`src/rtl/swcc_pkg.sv`:
```
// Shared types and constants for the sensor word CRC checker.
// No dependencies; used by the top level and swcc_framer, not by swcc_crc8.
package swcc_pkg;

  // Register reset values
  localparam logic [7:0] POLY_RESET  = 8'h31;
  localparam logic [7:0] START_RESET = 8'hFF;

  // Configuration register indexes
  localparam logic CFG_POLY  = 1'b0;
  localparam logic CFG_START = 1'b1;

  // Position of a byte within its triple
  localparam logic [1:0] PHASE_HIGH   = 2'd0;
  localparam logic [1:0] PHASE_LOW    = 2'd1;
  localparam logic [1:0] PHASE_CRC    = 2'd2;
  localparam logic [1:0] PHASE_UNUSED = 2'd3;

  // Word position saturates here
  localparam logic [2:0] WORD_COUNT_MAX = 3'd7;

  // CRC settings seen by the framer
  typedef struct packed {
    logic [7:0] crc_polynomial;
    logic [7:0] crc_start_value;
  } cfg_t;

  // One checked word
  typedef struct packed {
    logic [15:0] word_value;
    logic        crc_match;
    logic [2:0]  word_number;
  } result_t;

  // Framer state exported for checking
  typedef struct packed {
    logic [1:0] byte_phase;
    logic [2:0] word_count;
  } status_t;

endpackage

```
`src/rtl/sensor_word_crc_checker_top.sv`:
```
// Top level of the sensor word CRC checker: config registers, request register, framer.
// Depends on swcc_pkg and swcc_framer.
// A CRC byte passes the request register first; its result then goes to the output register.
// One byte per cycle unless held back; the framer's unrolled byte CRC is the only logic stage.
// A full output register that is not taken holds back only the CRC byte of the next triple.
// Reset: synchronous; polynomial to 0x31, start value to 0xFF, grouping and count to zero.
module sensor_word_crc_checker_top (
  input  logic        clk,
  input  logic        rst,
  input  logic        cfg_write,
  input  logic        cfg_index,
  input  logic [7:0]  cfg_data,
  input  logic        in_valid,
  output logic        in_ready,
  input  logic [7:0]  rx_byte,
  input  logic        response_start,
  output logic        out_valid,
  input  logic        out_ready,
  output logic [15:0] word_value,
  output logic        crc_match,
  output logic [2:0]  word_number
);

  swcc_pkg::cfg_t    cfg;
  swcc_pkg::result_t result;
  swcc_pkg::status_t status;

  logic       req_valid;
  logic [7:0] req_byte;
  logic       req_start;
  logic       req_take;

  // Write configuration registers
  always_ff @(posedge clk) begin
    if (rst) begin
      cfg.crc_polynomial  <= swcc_pkg::POLY_RESET;
      cfg.crc_start_value <= swcc_pkg::START_RESET;
    end else if (cfg_write) begin
      case (cfg_index)
        swcc_pkg::CFG_POLY:  cfg.crc_polynomial  <= cfg_data;
        swcc_pkg::CFG_START: cfg.crc_start_value <= cfg_data;
        default: ;
      endcase
    end
  end

  // Capture the request; accept a new one as the held one drains
  assign in_ready = !req_valid || req_take;

  always_ff @(posedge clk) begin
    if (rst) begin
      req_valid <= 1'b0;
    end else if (in_ready) begin
      req_valid <= in_valid;
    end
  end

  always_ff @(posedge clk) begin
    if (in_valid && in_ready) begin
      req_byte  <= rx_byte;
      req_start <= response_start;
    end
  end

  swcc_framer u_framer (
    .clk       (clk),
    .rst       (rst),
    .req_valid (req_valid),
    .req_byte  (req_byte),
    .req_start (req_start),
    .req_take  (req_take),
    .cfg       (cfg),
    .out_valid (out_valid),
    .out_ready (out_ready),
    .result    (result),
    .status    (status)
  );

  assign word_value  = result.word_value;
  assign crc_match   = result.crc_match;
  assign word_number = result.word_number;

  // Grouping never reaches the unused phase
  a_phase_legal: assert property (@(posedge clk) disable iff (rst)
    status.byte_phase != swcc_pkg::PHASE_UNUSED)
    else $error("byte phase reached unused code");

  // A request is never overwritten while still held
  a_req_no_overwrite: assert property (@(posedge clk) disable iff (rst)
    (in_valid && in_ready && req_valid) |-> req_take)
    else $error("held request overwritten");

  // Reset leaves no result pending
  a_reset_clears_out: assert property (@(posedge clk)
    rst |=> !out_valid)
    else $error("result valid after reset");

  // A reported word number never runs ahead of the count that follows it
  a_count_tracks: assert property (@(posedge clk) disable iff (rst)
    (req_take && !req_start && status.byte_phase == swcc_pkg::PHASE_CRC
     && status.word_count != swcc_pkg::WORD_COUNT_MAX)
    |=> (out_valid && word_number + 3'd1 == status.word_count))
    else $error("word count out of step with result");

endmodule

```
`src/rtl/swcc_crc8.sv`:
```
// Byte-wide MSB-first CRC-8 update, unrolled over the eight bits.
// Depends on nothing; instanced by swcc_framer.
module swcc_crc8 (
  input  logic [7:0] crc_in,
  input  logic [7:0] data,
  input  logic [7:0] polynomial,
  output logic [7:0] crc_out
);

  // Shift the eight bits through, folding in the polynomial on a carry
  always_comb begin
    logic [7:0] v;
    v = crc_in ^ data;
    for (int b = 0; b < 8; b++) begin
      if (v[7]) begin
        v = {v[6:0], 1'b0} ^ polynomial;
      end else begin
        v = {v[6:0], 1'b0};
      end
    end
    crc_out = v;
  end

endmodule

```
`src/rtl/swcc_framer.sv`:
```
// Triple grouping, running CRC, word count and the result register.
// Depends on swcc_pkg and swcc_crc8.
module swcc_framer (
  input  logic                 clk,
  input  logic                 rst,
  input  logic                 req_valid,
  input  logic [7:0]           req_byte,
  input  logic                 req_start,
  output logic                 req_take,
  input  swcc_pkg::cfg_t       cfg,
  output logic                 out_valid,
  input  logic                 out_ready,
  output swcc_pkg::result_t    result,
  output swcc_pkg::status_t    status
);

  logic [1:0] byte_phase;
  logic [7:0] high_byte_hold;
  logic [7:0] low_byte_hold;
  logic [7:0] running_crc;
  logic [2:0] word_count;

  logic [1:0] phase_eff;
  logic [2:0] count_eff;
  logic [7:0] crc_eff;
  logic [7:0] crc_seed;
  logic [7:0] crc_new;
  logic       emits;

  // A start mark restarts grouping before the byte is looked at
  assign phase_eff = req_start ? swcc_pkg::PHASE_HIGH : byte_phase;
  assign count_eff = req_start ? 3'd0 : word_count;
  assign crc_eff   = req_start ? cfg.crc_start_value : running_crc;
  assign crc_seed  = (phase_eff == swcc_pkg::PHASE_LOW) ? crc_eff : cfg.crc_start_value;
  assign emits     = (phase_eff == swcc_pkg::PHASE_CRC);

  swcc_crc8 u_crc8 (
    .crc_in     (crc_seed),
    .data       (req_byte),
    .polynomial (cfg.crc_polynomial),
    .crc_out    (crc_new)
  );

  // Consume the request unless its result would overwrite a waiting one
  assign req_take = req_valid && (!emits || !out_valid || out_ready);

  // Advance the grouping state
  always_ff @(posedge clk) begin
    if (rst) begin
      byte_phase     <= swcc_pkg::PHASE_HIGH;
      high_byte_hold <= 8'h00;
      low_byte_hold  <= 8'h00;
      running_crc    <= swcc_pkg::START_RESET;
      word_count     <= 3'd0;
    end else if (req_take) begin
      case (phase_eff)
        swcc_pkg::PHASE_LOW: begin
          low_byte_hold <= req_byte;
          running_crc   <= crc_new;
          byte_phase    <= swcc_pkg::PHASE_CRC;
        end
        swcc_pkg::PHASE_CRC: begin
          if (count_eff < swcc_pkg::WORD_COUNT_MAX) begin
            word_count <= count_eff + 3'd1;
          end
          running_crc <= cfg.crc_start_value;
          byte_phase  <= swcc_pkg::PHASE_HIGH;
        end
        default: begin
          high_byte_hold <= req_byte;
          running_crc    <= crc_new;
          word_count     <= count_eff;
          byte_phase     <= swcc_pkg::PHASE_LOW;
        end
      endcase
    end
  end

  // Hold the result until taken
  always_ff @(posedge clk) begin
    if (rst) begin
      out_valid <= 1'b0;
    end else if (req_take && emits) begin
      out_valid <= 1'b1;
    end else if (out_ready) begin
      out_valid <= 1'b0;
    end
  end

  always_ff @(posedge clk) begin
    if (req_take && emits) begin
      result.word_value  <= {high_byte_hold, low_byte_hold};
      result.crc_match   <= (req_byte == crc_eff);
      result.word_number <= count_eff;
    end
  end

  assign status.byte_phase = byte_phase;
  assign status.word_count = word_count;

endmodule

```
`config.mk`:
```
export PLATFORM = sky130hd
export DESIGN_NAME = sensor_word_crc_checker_top
export DESIGN_NICKNAME = d
export VERILOG_FILES = /design/src/rtl/swcc_pkg.sv /design/src/rtl/sensor_word_crc_checker_top.sv /design/src/rtl/swcc_crc8.sv /design/src/rtl/swcc_framer.sv
export SDC_FILE = /design/constraint.sdc
export NUM_CORES = 1
export LEC_CHECK = 0
export ABC_AREA = 1
export BUFFER_PORTS_ARGS = -buffer_cell sky130_fd_sc_hd__clkbuf_2
export CAP_MARGIN = 5
export CORE_UTILIZATION = 48
export DETAILED_ROUTE_END_ITERATION = 12
export PLACE_DENSITY = 0.67
export SETUP_SLACK_MARGIN = 0.3
export SYNTH_ARGS = -nofsm -noshare
export SYNTH_HDL_FRONTEND = slang
export SYNTH_SLANG_ARGS = --single-unit
```
`constraint.sdc`:
```
create_clock -name clk -period 7.95 [get_ports clk]
set_clock_uncertainty 0.05 [all_clocks]
set_input_delay 0.795 -clock clk [delete_from_list [all_inputs] [get_ports clk]]
set_output_delay 0.795 -clock clk [all_outputs]
set_load 0.01 [all_outputs]
```
Word level (Yosys, flattened, before mapping)
Index checks and enable logic that the tools add are counted.
{"block": "totals", "regBits": 76, "in_bits": 23, "output_inout_bits": 22, "elab_cells": 66}
{"block": "classes", "addsub": 1, "n_lt_le_gt_ge": 1, "eq_ne": 4, "muxes": 18, "n_bitwise": 12, "n_reduce_logical": 16}
{"operator": "2-to-1 mux 8 bit", "n": 11}
{"operator": "bitwise XOR 8 bit", "n": 9}
{"operator": "== test 8 bit", "n": 1}
{"operator": "AND reduction 2 bit", "n": 4}
{"operator": "2-to-1 mux 3 bit", "n": 2}
{"operator": "case mux 3 bit (2 select lines)", "n": 1}
{"operator": "case mux 2 bit (2 select lines)", "n": 1}
{"operator": "adder 3 x 1 -> 3 bit, second input constant", "n": 1}
{"operator": "logical AND 1 bit", "n": 3}
{"operator": "zero test 1 bit", "n": 3}
{"operator": "logical OR 1 bit", "n": 3}
{"operator": "< comparator 3 bit, second input constant", "n": 1}
{"operator": "NOT 1 bit", "n": 3}
{"operator": "AND reduction 3 bit", "n": 1}
{"operator": "== test 2 x 1 -> 1 bit, second input constant", "n": 1}
{"operator": "== test 2 bit, second input constant", "n": 1}
{"operator": "2-to-1 mux 1 bit", "n": 2}
{"operator": "2-to-1 mux 2 bit", "n": 1}
{"operator": "inequality test 2 bit, second input constant", "n": 1}
{"operator": "nonzero test 2 bit", "n": 1}
{"operator": "OR reduction 2 bit", "n": 1}

Logic depth before layout (Yosys ltp)
Gate-level depths: netlist of the first run.
{"block": "depth", "ltp_word": 21, "mapped_depth": 36, "ltp_nobuf": 34}

By module
A second synthesis of the first run with hierarchy kept.
{"block": "unflattened", "cells_unflattened": 742, "area_unflattened_um2": 4944.7}
{"mod": "swcc_framer", "instances": 1, "cells_each": 343, "area_each_um2": 2487.4, "seq_area_each_um2": 1201.2}
{"mod": "swcc_crc8", "instances": 1, "cells_each": 301, "area_each_um2": 1535.2, "seq_area_each_um2": 0.0}
{"mod": "sensor_word_crc_checker_top", "instances": 1, "cells_each": 98, "area_each_um2": 922.1, "seq_area_each_um2": 610.6}

Worst setup path after synthesis of the first run
No wires, ideal clock.
{"block": "synth_path", "path_type": "register to register", "from": "register req_start", "to": "register u_framer.running_crc[1]", "setup_time_ps": 115, "arrival_time_ps": 3316, "required_time_ps": 7785, "setup_slack_ps": 4469, "path_stages_with_launch": 31, "n_path_buf": 3, "synth_period_minus_slack_ps": 3481, "cell_sequence": "edfxtp_1 inv_2 buf_6 nand2_1 inv_1 ha_1 buf_2 nand3_1 nand3_2 nand3_2 nor2_2 nor2_8 nand2_1 nand2_2 nand2_4 nand2_1 nand3_1 nand2_1 nand2_4 buf_6 nand2_2 nand2_1 nand2_2 xnor2_1 nand2_4 nand2_4 inv_2 o21ai_1 nand3_1 nand2_1 nand2_1"}
{"block": "synth_via", "elab_chain_len": 20, "word_cells_on_any_way": 27, "cone_classes": "2 x eq/ne; 12 x mux; 9 x bitwise; 4 x reduce/logical"}
{"item": "start, declared", "line_no": "sensor_word_crc_checker_top.sv:30", "text": "logic req_start;"}
{"item": "start signal, assigned", "line_no": "sensor_word_crc_checker_top.sv:61", "text": "req_start <= response_start;"}
{"item": "2-to-1 mux 2 bit", "line_no": "swcc_framer.sv:31", "text": "assign phase_eff = req_start ? swcc_pkg::PHASE_HIGH : byte_phase;"}
{"item": "== test 2 x 1 -> 1 bit", "line_no": "swcc_framer.sv:34", "text": "assign crc_seed = (phase_eff == swcc_pkg::PHASE_LOW) ? crc_eff : cfg.crc_start_value;"}
{"item": "2-to-1 mux 8 bit", "line_no": "swcc_framer.sv:34"}
{"item": "bitwise XOR 8 bit", "line_no": "swcc_crc8.sv:13", "text": "v = crc_in ^ data;"}
{"item": "bitwise XOR 8 bit", "line_no": "swcc_crc8.sv:16", "text": "v = {v[6:0], 1'b0} ^ polynomial;"}
{"item": "2-to-1 mux 8 bit", "line_no": "swcc_crc8.sv:15", "text": "if (v[7]) begin"}
{"item": "bitwise XOR 8 bit", "line_no": "swcc_crc8.sv:16"}
{"item": "2-to-1 mux 8 bit", "line_no": "swcc_crc8.sv:15"}
{"item": "[... 4 more ...]"}
{"item": "bitwise XOR 8 bit", "line_no": "swcc_crc8.sv:16"}
{"item": "2-to-1 mux 8 bit", "line_no": "swcc_crc8.sv:15"}
{"item": "bitwise XOR 8 bit", "line_no": "swcc_crc8.sv:16"}
{"item": "2-to-1 mux 8 bit", "line_no": "swcc_crc8.sv:15"}
{"item": "2-to-1 mux 8 bit / bitwise XOR 8 bit (equally long branches)", "line_no": "swcc_crc8.sv:15, swcc_crc8.sv:16"}
{"item": "bitwise XOR 8 bit / 2-to-1 mux 8 bit (equally long branches)", "line_no": "swcc_crc8.sv:16, swcc_crc8.sv:15"}
{"item": "2-to-1 mux 8 bit", "line_no": "swcc_crc8.sv:15"}
{"item": "2-to-1 mux 8 bit", "line_no": "swcc_framer.sv:56", "text": "case (phase_eff)"}
{"item": "end signal, assigned", "line_no": "swcc_framer.sv:53", "text": "running_crc <= swcc_pkg::START_RESET;"}
{"item": "end signal, assigned", "line_no": "swcc_framer.sv:59", "text": "running_crc <= crc_new;"}
{"item": "end signal, assigned", "line_no": "swcc_framer.sv:66", "text": "running_crc <= cfg.crc_start_value;"}
{"item": "end, declared", "line_no": "swcc_framer.sv:20", "text": "logic [7:0] running_crc;"}
Several ways; a longest one is shown, not always the timed one.
A chain may end at the register's enable or synchronous reset.

Worst setup path in the final report of the first run
Same ends and word-level chain as after synthesis.

==> out/qor.yml, run 1 <==
status: "finished clean"
tightest_slew_ns: 0.845
reg2reg_slack_ns: 3.07
htree_levels: 3
cts_tree: "done"
r2r_cells: 31
via_per_inst: 5.12
clk_pin_slew_worst_paths_ns: 0.09
syn_inst: 642
leakage_nw: 2.40
path_max_fanout: 21
fp.dieH_um: 100
r2r_start: "req_start"
track_usage: 0.243
crit_buf_inv: 6
worst_ep_arrival_time_ns: 5.08
drc_errors: 0
grt_pass1_vias: 3834
synth_top_family_by_area: "simple AND/OR/NAND/NOR gates"
finalNetCount: 700
synth_area_per_cell_um2: 7.20
chipWidth_um: 100
maxCapViolCount: 0
worstSetupEndpointType: "flop"
powerDensity_mw_per_mm2: 257
drive_gt1_frac: 0.137
synth_fa_ha_area_frac: 0.0108
synth_simple_gate_area_frac: 0.347
globalplace.congestion: 0.929
clk_latency_ns: 0.35
core_area_mm2: 0.00928
min_period_over_period: 0.614
crit_type: "flop to flop"
reg2reg_to: "u_framer.running_crc[1]"
routed_wl_um: 11300
drtAntennaViolNets: 0
wl_per_cell_um: 14.0
antenna_cells: 0
hold_viol: 0
ctsResizeCount: 0
area_growth_pct: 10.2
multiInputGateArea_mm2: 0.00243
critPathSlowestCell: "ha_1"
cts_sinks: 76
top_level_ports: 45
synth_cell_types: 34
grt_overflow: 0
max_freq_mhz: 205
finalMaxSlewViolations: 0
synthMuxAreaShare: 0
synth_nets: 669
grt_pass1_wl_um: 18900
synth_top_cells_by_area: "dfxtp_1 (20%), edfxtp_1 (19%), nand2_1 (16%)"
cts_root_buffer: "clkbuf_8"
drtIter0Drc: 183
worstPathRequired_ns: 8.14
synth_top_area_share: 0.204
grt_antenna_before_repair: 0
fp.dieArea_mm2: 0.0100
critPathTopFamily: "simple AND/OR/NAND/NOR gates"
numCtsBuffers: 9
synth_xor_xnor_area_share: 0.0723
synth_compound_area_frac: 0.0947
clk_path_buf_depth: 2
ys_seq_area_frac: 0.392
setup_viol: 0
worstHoldStart: "u_framer.high_byte_hold[0]"
setup_tns_ns: 0
initial_utilization: 0.498
cp-start-kind: "flop"
dp_hpwl_um: 8490
post_cts_buffers: 0
synth_warnings: 0
cts_hold_buf: 0
yosysTopAreaCell: "dfxtp_1"
holdWs_ns: 0.388
period_minus_slack_ns: 4.88
synth-seq-cells: 76
hold_end: "u_framer.result[12]"
rows: 35
port_buffers: 44
cpPeakStageDelay_ns: 0.61
rsz0062_at_grt: "no"
hp-class: "flop to flop"
vias: 4131
holdPathStages: 0
crit_top_cell: "nand2_1"
fillCellCount: 924
dr.pass1.iters: 5
grt_max_degree: 28
slew_headroom: 0.436
peakVddDrop_v: 0.000170
netlist_area_mm2: 0.00462
seq_area_mm2: 0.00181
## worst max path at each step
stage	cells past startpoint	endpoint	startpoint
after floorplan	30	u_framer.running_crc[1]	req_start
after CTS	29	u_framer.running_crc[1]	req_start
final	31	u_framer.running_crc[1]	req_start
after detailed placement	31	u_framer.running_crc[1]	req_start
after global routing	31	u_framer.running_crc[1]	req_start
after global placement	31	u_framer.running_crc[1]	req_start
## metrics by stage
| stage | std cells | cell area (µm²) | utilization | total power [W] | worst slack (ns) |
|---|---|---|---|---|---|
| 6_report | 807 | 5090 | 0.549 | 0.00131 | 3.07 |
| 3_3_place_gp | 791 | 4880 | 0.526 | 0.000998 | 3.35 |
| 3_5_place_dp | 791 | 4880 | 0.526 | 0.00100 | 3.11 |
| 4_1_cts | 807 | 5090 | 0.549 | 0.00131 | 3.08 |
| 2_1_floorplan | 642 | 4620 | - | 0.000908 | 4.47 |
| 5_1_grt | 807 | 5090 | 0.549 | 0.00141 | 2.50 |
## report_power, final
part | switching (W) | internal [W]
clock network | 0.000143 | 0.000165
logic | 0.000355 | 0.000194
registers | 0.0000262 | 0.000424
total | 0.000524 | 0.000783
## cells in the final DEF, fill, tap and decap left out, types with 2 or more instances in the layout
master and count:
nand2_1 200, nand3_1 84, inv_1 61, dfxtp_1 47, clkbuf_2 44, a21oi_1 40
nor2_1 33, edfxtp_1 29, o21ai_0 22, xor2_1 18, xnor2_1 17, o211ai_1 12
nand2_2 10, clkbuf_8 9, nand3_2 8, nand2_4 7, inv_2 5, clkinv_1 5
ha_1 4, o21ai_1 3, nor4_1 2, nor2_2 2, nand4_1 2
## kinds of logic after synthesis
logic type               after synthesis
AND/OR/NAND/NOR                      352
buffers and inverters                 94
AO/OA/AOI/OAI                         80
flip-flops                            76
XOR/XNOR                              36
adder cells (fa/ha/maj)                4
## flip-flops by register name, indices dropped and copies added (netlist names)
register                 count
u_framer.running_crc         8
u_framer.low_byte_hold       8
cfg                         16
req_valid                    1
req_byte                     8
u_framer.out_valid           1
u_framer.high_byte_hold      8
u_framer.byte_phase          2
u_framer.word_count          3
req_start                    1
u_framer.result             20
## cells in the mapped netlist (all sizes together)
cell type    n
nand2      217
nand3       93
inv         66
dfxtp       47
a21oi       40
nor2        36
edfxtp      29
o21ai       25
xor2        19
xnor2       17
clkbuf      13
o211ai      12
buf         11
clkinv       4
ha           4
nand4        2
nor4         2
a21o         1
a221oi       1
a31oi        1
nand3b       1
nor3         1
## layer usage
| layer | GRT usage | wire length (µm) |
|---|---|---|
| met1 | 0.301 | 4990 |
| met2 | 0.419 | 5470 |
| met3 | 0.0376 | 492 |
| met4 | 0.103 | 338 |
| met5 | 0 | 0 |
## layout make-up
class | count | area share
multi-input cells | 472 | 0.476
clock buffers | 11 | 0.0300
clock inverters | 5 | 0.0115
inverters | 70 | 0.0516
flip-flops and latches | 76 | 0.356
well taps | 129 | 0.0317
repair buffers | 44 | 0.0432
No activity file was read; power rests on OpenSTA's default activity.
==> inputs of run 2 (changes only) <==
==> constraint.sdc (replaced) <==
create_clock -name clk -period 4.9 [get_ports clk]
set_clock_uncertainty 0.05 [all_clocks]
set_input_delay 0.49 -clock clk [delete_from_list [all_inputs] [get_ports clk]]
set_output_delay 0.49 -clock clk [all_outputs]
set_load 0.01 [all_outputs]
==> run 2 against run 1 <==
Cell area increased by 1.4%; via count increased by 3.3%; first-iteration DRC count increased by 29%; clock-buffer cell count increased by 2; total power increased by 59%; global-route usage decreased by 0.49 points; worst setup slack got worse by 2.2 ns; register-to-register slack got worse by 2.2 ns; flip-flop and latch count unchanged; wire length increased by 0.61%; critical endpoint is now u_framer.running_crc[5]; largest power group unchanged.
==> out/qor.yml, run 2 (synthesis results as in run 1) <==
status: "finished clean"  # unchanged
drtAntennaViolNets: 0  # unchanged
globalplace.congestion: 0.956  # was 0.929
cp.depth: 31  # unchanged
finalNetCount: 711  # was 700
finalMaxSlewViolations: 0  # unchanged
area_growth_pct: 11.7  # was 10.2%
critPathSlowestCell: "edfxtp_1"  # was ha_1
period_minus_slack_ns: 4.05  # was 4.88 ns
peakVddDrop_v: 0.000323  # was 0.000170 V
grt_pass1_wl_um: 18700  # was 18900 µm
antenna_cells: 0  # unchanged
clk_latency_ns: 0.35  # about the same
slew_headroom: 0.440  # was 0.436
leakage_nw: 2.45  # was 2.40 nW
dp_hpwl_um: 8460  # was 8490 µm
numCtsBuffers: 9  # unchanged
hold_end: "req_byte[0]"  # was u_framer.result[12]
initial_utilization: 0.498  # unchanged
drive_gt1_frac: 0.152  # was 0.137
clk_path_buf_depth: 2  # unchanged
r2r_cells: 31  # unchanged
via_per_inst: 5.22  # was 5.12
drc_errors: 0  # unchanged
routed_wl_um: 11400  # was 11300 µm
cp-start-kind: "flop"  # unchanged
port_buffers: 44  # unchanged
fp.dieArea_mm2: 0.0100  # unchanged
setup_tns_ns: 0  # unchanged
clk_pin_slew_worst_paths_ns: 0.08  # was 0.09 ns
worst_ep_arrival_time_ns: 4.25  # was 5.08 ns
chipWidth_um: 100  # unchanged
cts_sinks: 76  # unchanged
min_period_over_period: 0.827  # was 0.614
maxCapViolCount: 0  # unchanged
cts_hold_buf: 0  # unchanged
pre_cts_slack_ns: 0.488  # was 3.11 ns
track_usage: 0.238  # was 0.243
htree_levels: 3  # unchanged
vias: 4269  # was 4131
largest_reg_flops: 20  # unchanged
holdPathStages: 1  # was 0
mostFrequentLayoutCells: "nand2_1 (200), nand3_1 (84), inv_1 (61), dfxtp_1 (47), clkbuf_2 (44)"  # unchanged
fillCellCount: 929  # was 924
grt_pass1_vias: 3839  # was 3834
crit_type: "flop to flop"  # unchanged
r2r_start: "req_start"  # unchanged
hp-class: "input pin to flop"  # was flop to flop
grt_max_degree: 28  # unchanged
cts_tree: "done"  # unchanged
reg2reg_to: "u_framer.running_crc[5]"  # was u_framer.running_crc[1]
setup_viol: 0  # unchanged
reg_top3: "u_framer.result: 20 flops, cfg: 16 flops"  # unchanged
powerDensity_mw_per_mm2: 402  # was 257 mW/mm²
max_freq_mhz: 247  # was 205 MHz
path_max_fanout: 14  # was 21
critPathTopFamily: "simple AND/OR/NAND/NOR gates"  # unchanged
post_dp_cell_area_mm2: 0.00491  # was 0.00488 mm²
core_area_mm2: 0.00928  # unchanged
final.setup.worst_slack_ns: 0.849  # was 3.07 ns
worstSetupEndpointType: "flop"  # unchanged
reg2reg_slack_ns: 0.85  # was 3.07 ns
crit_buf_inv: 5  # was 6
stdcell_area_mm2: 0.00516  # was 0.00509 mm²
cpPeakStageDelay_ns: 0.46  # was 0.61 ns
top_level_ports: 45  # unchanged
worstHoldStart: "rx_byte[0]"  # was u_framer.high_byte_hold[0]
final_common_cell: "nand2_1"  # unchanged
worstPathRequired_ns: 5.10  # was 8.14 ns
tightest_slew_ns: 0.839  # was 0.845 ns
dr.pass1.iters: 5  # unchanged
wl_per_cell_um: 13.9  # was 14.0 µm
drtIter0Drc: 236  # was 183
fp.dieH_um: 100  # unchanged
rows: 35  # unchanged
hold_viol: 0  # unchanged
largest-register: "u_framer.result"  # unchanged
rsz0062_at_grt: "no"  # unchanged
cts_root_buffer: "clkbuf_8"  # unchanged
crit_top_cell: "nand2_1"  # unchanged
grt_antenna_before_repair: 0  # unchanged
grt_overflow: 0  # unchanged
-- run 2: what timing repair did --
item,CTS,global route
setup buffers,0,7
setup endpoints to repair,0,8
gates resized for setup,0,4
-- run 2: final cells by class --
type                            instances  area, µm²  share of cell area
Clock buffer                           13        160              0.0310
Timing Repair Buffer                   55        303              0.0586
Clock inverter                          3       21.3             0.00412
Tap cell                              129        161              0.0313
Inverter                               70        265              0.0514
Multi-Input combinational cell        472       2440               0.473
Sequential cell                        76       1810               0.351
-- run 2: per-stage QoR --
step	hold WS [ns]	power, W	std cells	util
4_1_cts	0.255	0.00207	811	0.549
3_3_place_gp	0.365	0.00162	795	0.529
6_report	0.266	0.00208	818	0.556
2_1_floorplan	0.359	0.00147	642	-
3_5_place_dp	0.364	0.00164	795	0.529
5_1_grt	0.252	0.00224	818	0.556
-- run 2: worst reg2reg max path: cells and delay by family (launching register included) --
family | cells | cell delay, ns
and+or+nand+nor | 24 | 2.57
buffers and inverters | 5 | 0.47
DFF | 1 | 0.46
adders and majority gates | 1 | 0.20
AOI/OAI and AO/OA | 1 | 0.20
-- run 2: worst max-delay path by stage --
stage               slack (ns)       from                      end
detailed placement        0.49  req_start  u_framer.running_crc[5]
global route              0.35  req_start  u_framer.running_crc[6]
global placement          0.70  req_start  u_framer.running_crc[5]
finish                    0.85  req_start  u_framer.running_crc[5]
floorplan                 1.42  req_start  u_framer.running_crc[1]
CTS                       0.47  req_start  u_framer.running_crc[5]
-- run 2: power breakdown --
part / internal (W) / switching, W / leakage (nW) / total [W]
clock network: 0.000215 / 0.000223 / 0.0888 / 0.000438
logic: 0.000324 / 0.000591 / 1.69 / 0.000915
registers: 0.000688 / 0.0000354 / 0.665 / 0.000724
-- run 2: per-layer routing --
layer | vias to the layer above | routed length (µm) | global-route usage
li1 | 2162 | - | -
met5 | - | 0 | 0
met3 | 21 | 448 | 0.0369
met2 | 105 | 5460 | 0.398
met4 | 0 | 249 | 0.0881
met1 | 1981 | 5200 | 0.310
==> inputs of run 3 (changes only) <==
--- a/config.mk
+++ b/config.mk
@@ -5,7 +5,7 @@
 export SDC_FILE = /design/constraint.sdc
 export NUM_CORES = 1
 export LEC_CHECK = 0
-export ABC_AREA = 1
+export ABC_AREA = 0
 export BUFFER_PORTS_ARGS = -buffer_cell sky130_fd_sc_hd__clkbuf_2
 export CAP_MARGIN = 5
 export CORE_UTILIZATION = 48
==> constraint.sdc (replaced) <==
create_clock -name clk -period 4.08 [get_ports clk]
set_clock_uncertainty 0.05 [all_clocks]
set_input_delay 0.408 -clock clk [delete_from_list [all_inputs] [get_ports clk]]
set_output_delay 0.408 -clock clk [all_outputs]
set_load 0.01 [all_outputs]
==> run 3 against run 2 <==
The run now ends with negative setup slack left; clock power up 24%; maximum frequency down 5.7%; sequential share of layout area shrank 3.1 points; wire length rose by 0.33%; combinational power is 19% higher; sequential power is 21% higher; critical path depth shrank 13; worst setup slack lost 1.1 ns; hold slack worse by 0.10 ns; clock-buffer cell count down 4; largest power group unchanged.
==> out/qor.yml, run 3 <==
area_growth_pct: 23.3  # was 11.7%
holdPathStages: 1  # unchanged
crit_type: "flop to flop"  # unchanged
via_per_inst: 5.49  # was 5.22
vias: 3930  # was 4269
min_period_over_period: 1.05  # was 0.827
ys_seq_area_frac: 0.394  # was 0.392
worst_ep_arrival_time_ns: 4.54  # was 4.25 ns
synth_area_per_cell_um2: 9.23  # was 7.20 µm²
synth_top_family_by_area: "simple AND/OR/NAND/NOR gates"  # unchanged
violations: "negative setup slack"
cp-start-kind: "flop"  # unchanged
final_common_cell: "nand2_1"  # unchanged
top_level_ports: 45  # unchanged
clk_path_buf_depth: 2  # unchanged
core_area_mm2: 0.00924  # was 0.00928 mm²
rsz0062_at_grt: "yes"  # was no
grt_pass1_wl_um: 18800  # was 18700 µm
globalplace.congestion: 0.892  # was 0.956
drtAntennaViolNets: 0  # unchanged
synth_warnings: 0  # unchanged
grt_max_degree: 35  # was 28
syn_inst: 498  # was 642
setup_viol: 8  # was 0
synth_edf_count: 29  # unchanged
track_usage: 0.245  # was 0.238
numCtsBuffers: 9  # unchanged
initial_utilization: 0.498  # about the same
peakVddDrop_v: 0.000261  # was 0.000323 V
cts_tree: "done"  # unchanged
grt_pass1_vias: 3801  # was 3839
final.setup.worst_slack_ns: -0.215  # was 0.849 ns
dr.pass1.iters: 5  # unchanged
synth_most_common_cell: "nand2_1"  # unchanged
rows: 35  # unchanged
synth-seq-cells: 76  # unchanged
finalNetCount: 609  # was 711
synth-main-ff-cell: "dfxtp_1"  # unchanged
synth_top_cells_by_area: "dfxtp_1 (20%), edfxtp_1 (19%), nand2_1 (6.5%)"  # was dfxtp_1 (20%), edfxtp_1 (19%), nand2_1 (16%)
startpoint: "req_start"  # unchanged
synth_xor_xnor_area_share: 0.142  # was 0.0723
reg2reg_to: "u_framer.running_crc[4]"  # was u_framer.running_crc[5]
synth_simple_gate_area_frac: 0.210  # was 0.347
finalMaxSlewViolations: 0  # unchanged
synth_nets: 525  # was 669
fillCellCount: 796  # was 929
maxCapViolCount: 0  # unchanged
grt_overflow: 0  # unchanged
ys_async_sr_fraction: 0  # unchanged
r2r_cells: 18  # was 31
cts_root_buffer: "clkbuf_8"  # unchanged
largest_reg_flops: 20  # unchanged
mostFrequentLayoutCells: "nand2_1 (80), buf_4 (60), dfxtp_1 (47), clkbuf_2 (44), a21oi_1 (39)"  # was nand2_1 (200), nand3_1 (84), inv_1 (61), dfxtp_1 (47), clkbuf_2 (44)
yosysTopAreaCell: "dfxtp_1"  # unchanged
r2r_start: "req_start"  # unchanged
worstSetupEndpointType: "flop"  # unchanged
worstPathRequired_ns: 4.32  # was 5.10 ns
fp.dieH_um: 99.9  # was 100 µm
max_freq_mhz: 233  # was 247 MHz
hp-class: "input pin to flop"  # unchanged
synthMuxAreaShare: 0.0373  # was 0
htree_levels: 3  # unchanged
cts_sinks: 76  # unchanged
dp_hpwl_um: 8440  # was 8460 µm
synth_fa_ha_area_frac: 0.0109  # was 0.0108
antenna_cells: 0  # unchanged
clk_latency_ns: 0.36  # was 0.35 ns
grt_antenna_before_repair: 0  # unchanged
drtIter0Drc: 246  # was 236
tightest_slew_ns: 0.974  # was 0.839 ns
status: "finished, violations left"  # was finished clean
synth_compound_area_frac: 0.162  # was 0.0947
setup_tns_ns: -1.22  # was 0 ns
worstHoldStart: "rx_byte[0]"  # unchanged
utilization: 0.614  # was 0.556
fp.dieArea_mm2: 0.00998  # was 0.0100 mm²
synth_common_cells: "nand2_1 (80), dfxtp_1 (47), a21oi_1 (42)"  # was nand2_1 (200), nand3_1 (84), inv_1 (61)
path_max_fanout: 5  # was 14
hold_viol: 0  # unchanged
powerDensity_mw_per_mm2: 442  # was 402 mW/mm²
synth_cell_types: 64  # was 34
port_buffers: 44  # unchanged
period_minus_slack_ns: 4.30  # was 4.05 ns
clk_pin_slew_worst_paths_ns: 0.09  # was 0.08 ns
slew_headroom: 0.348  # was 0.440
drc_errors: 0  # unchanged
drive_gt1_frac: 0.288  # was 0.152
netlist_area_mm2: 0.00460  # was 0.00462 mm²
routed_wl_um: 11400  # about the same
reg2reg_slack_ns: -0.22  # was 0.85 ns
leakage_nw: 2.30  # was 2.45 nW
reg_top3: "u_framer.result: 20 flops, cfg: 16 flops"  # unchanged
chipWidth_um: 99.9  # was 100 µm
hold_end: "req_byte[0]"  # unchanged
wl_per_cell_um: 15.9  # was 13.9 µm
synth_top_area_share: 0.205  # was 0.204
largest-register: "u_framer.result"  # unchanged
## run 3: cell count changes in the layout (fill, tap and decap cells not counted), sizes merged, moves of 13 or more
cell	change
nand2	-137
nand3	-64
buf	+52
inv	-51
and3	+19
mux2i	+16
nor2	-16
o21ai	-13
xnor2	+13
## run 3: power breakdown
group          switching, W  leakage (nW)  total, W  internal, W
registers         0.0000507         0.640  0.000876     0.000825
clock network      0.000311        0.0886  0.000541     0.000230
logic              0.000500          1.57   0.00109     0.000591
total              0.000862          2.30   0.00251      0.00165
## run 3: worst max-delay path by stage
| stage | end | slack [ns] | cells after the start |
|---|---|---|---|
| 4_1_cts | u_framer.running_crc[4] | -0.20 | 18 |
| 5_1_grt | u_framer.running_crc[3] | -0.39 | 18 |
| 3_5_place_dp | u_framer.running_crc[3] | -0.24 | 19 |
| 2_1_floorplan | u_framer.running_crc[4] | -0.30 | 21 |
| 3_3_place_gp | u_framer.running_crc[4] | -0.12 | 18 |
| 6_report | u_framer.running_crc[4] | -0.22 | 18 |
## run 3: worst max-delay path: stages (launching register included)
cell,delay [ns]
edfxtp_1,0.40
buf_4,0.16
nor2b_4,0.12
ha_4,0.16
nand2b_4,0.10
a21oi_4,0.19
nor2_4,0.10
buf_4,0.16
a221oi_1,0.36
o2111ai_2,0.20
and2_4,0.21
xnor3_1,0.34
or2_1,0.21
xnor3_1,0.34
nand2_1,0.08
xor3_2,0.47
a21o_1,0.17
mux2_2,0.26
a31oi_2,0.14
## run 3: per-layer routing
metal	routed length, µm	global-route usage	vias to the layer above
met5	0	0	-
met3	613	0.0411	19
met4	183	0.0848	0
li1	-	-	1932
met2	5380	0.390	115
met1	5220	0.338	1864
## run 3: what timing repair did
item	in CTS	in global routing
hold buffers	0	0
buffers inserted	6	3
endpoints found under the setup margin	8	8
endpoints found under the hold margin	0	0
gates cloned	0	0
gates resized for setup	13	13
pin swaps	8	16
## run 3: layout make-up
type | instances | area [µm²] | area share
multi-input cells | 377 | 2770 | 0.488
flip-flops and latches | 76 | 1810 | 0.320
repair buffers | 107 | 704 | 0.124
well taps | 129 | 161 | 0.0285
clock buffers | 9 | 124 | 0.0218
clock inverters | 7 | 57.6 | 0.0102
inverters | 11 | 41.3 | 0.00728
## run 3: logic make-up (layout without fill, tap and decap cells)
| group | after synthesis | in the layout |
|---|---|---|
| muxes | 17 | 17 |
| adders and majority gates | 4 | 4 |
| DFF | 76 | 76 |
| and+or+nand+nor | 193 | 193 |
| AOI/OAI and AO/OA | 107 | 107 |
| xor gates and xnor gates | 56 | 56 |
| buffers and inverters | 45 | 134 |
## run 3: through the flow
stage	total power [W]	instances	hold slack [ns]	worst slack [ns]	cell area (µm²)
floorplan	0.00162	498	0.358	-0.299	4680
global placement	0.00188	691	0.367	-0.120	5280
detailed placement	0.00190	691	0.362	-0.242	5280
CTS	0.00248	713	0.154	-0.195	5580
global route	0.00263	716	0.156	-0.387	5670
finish	0.00251	716	0.163	-0.215	5670
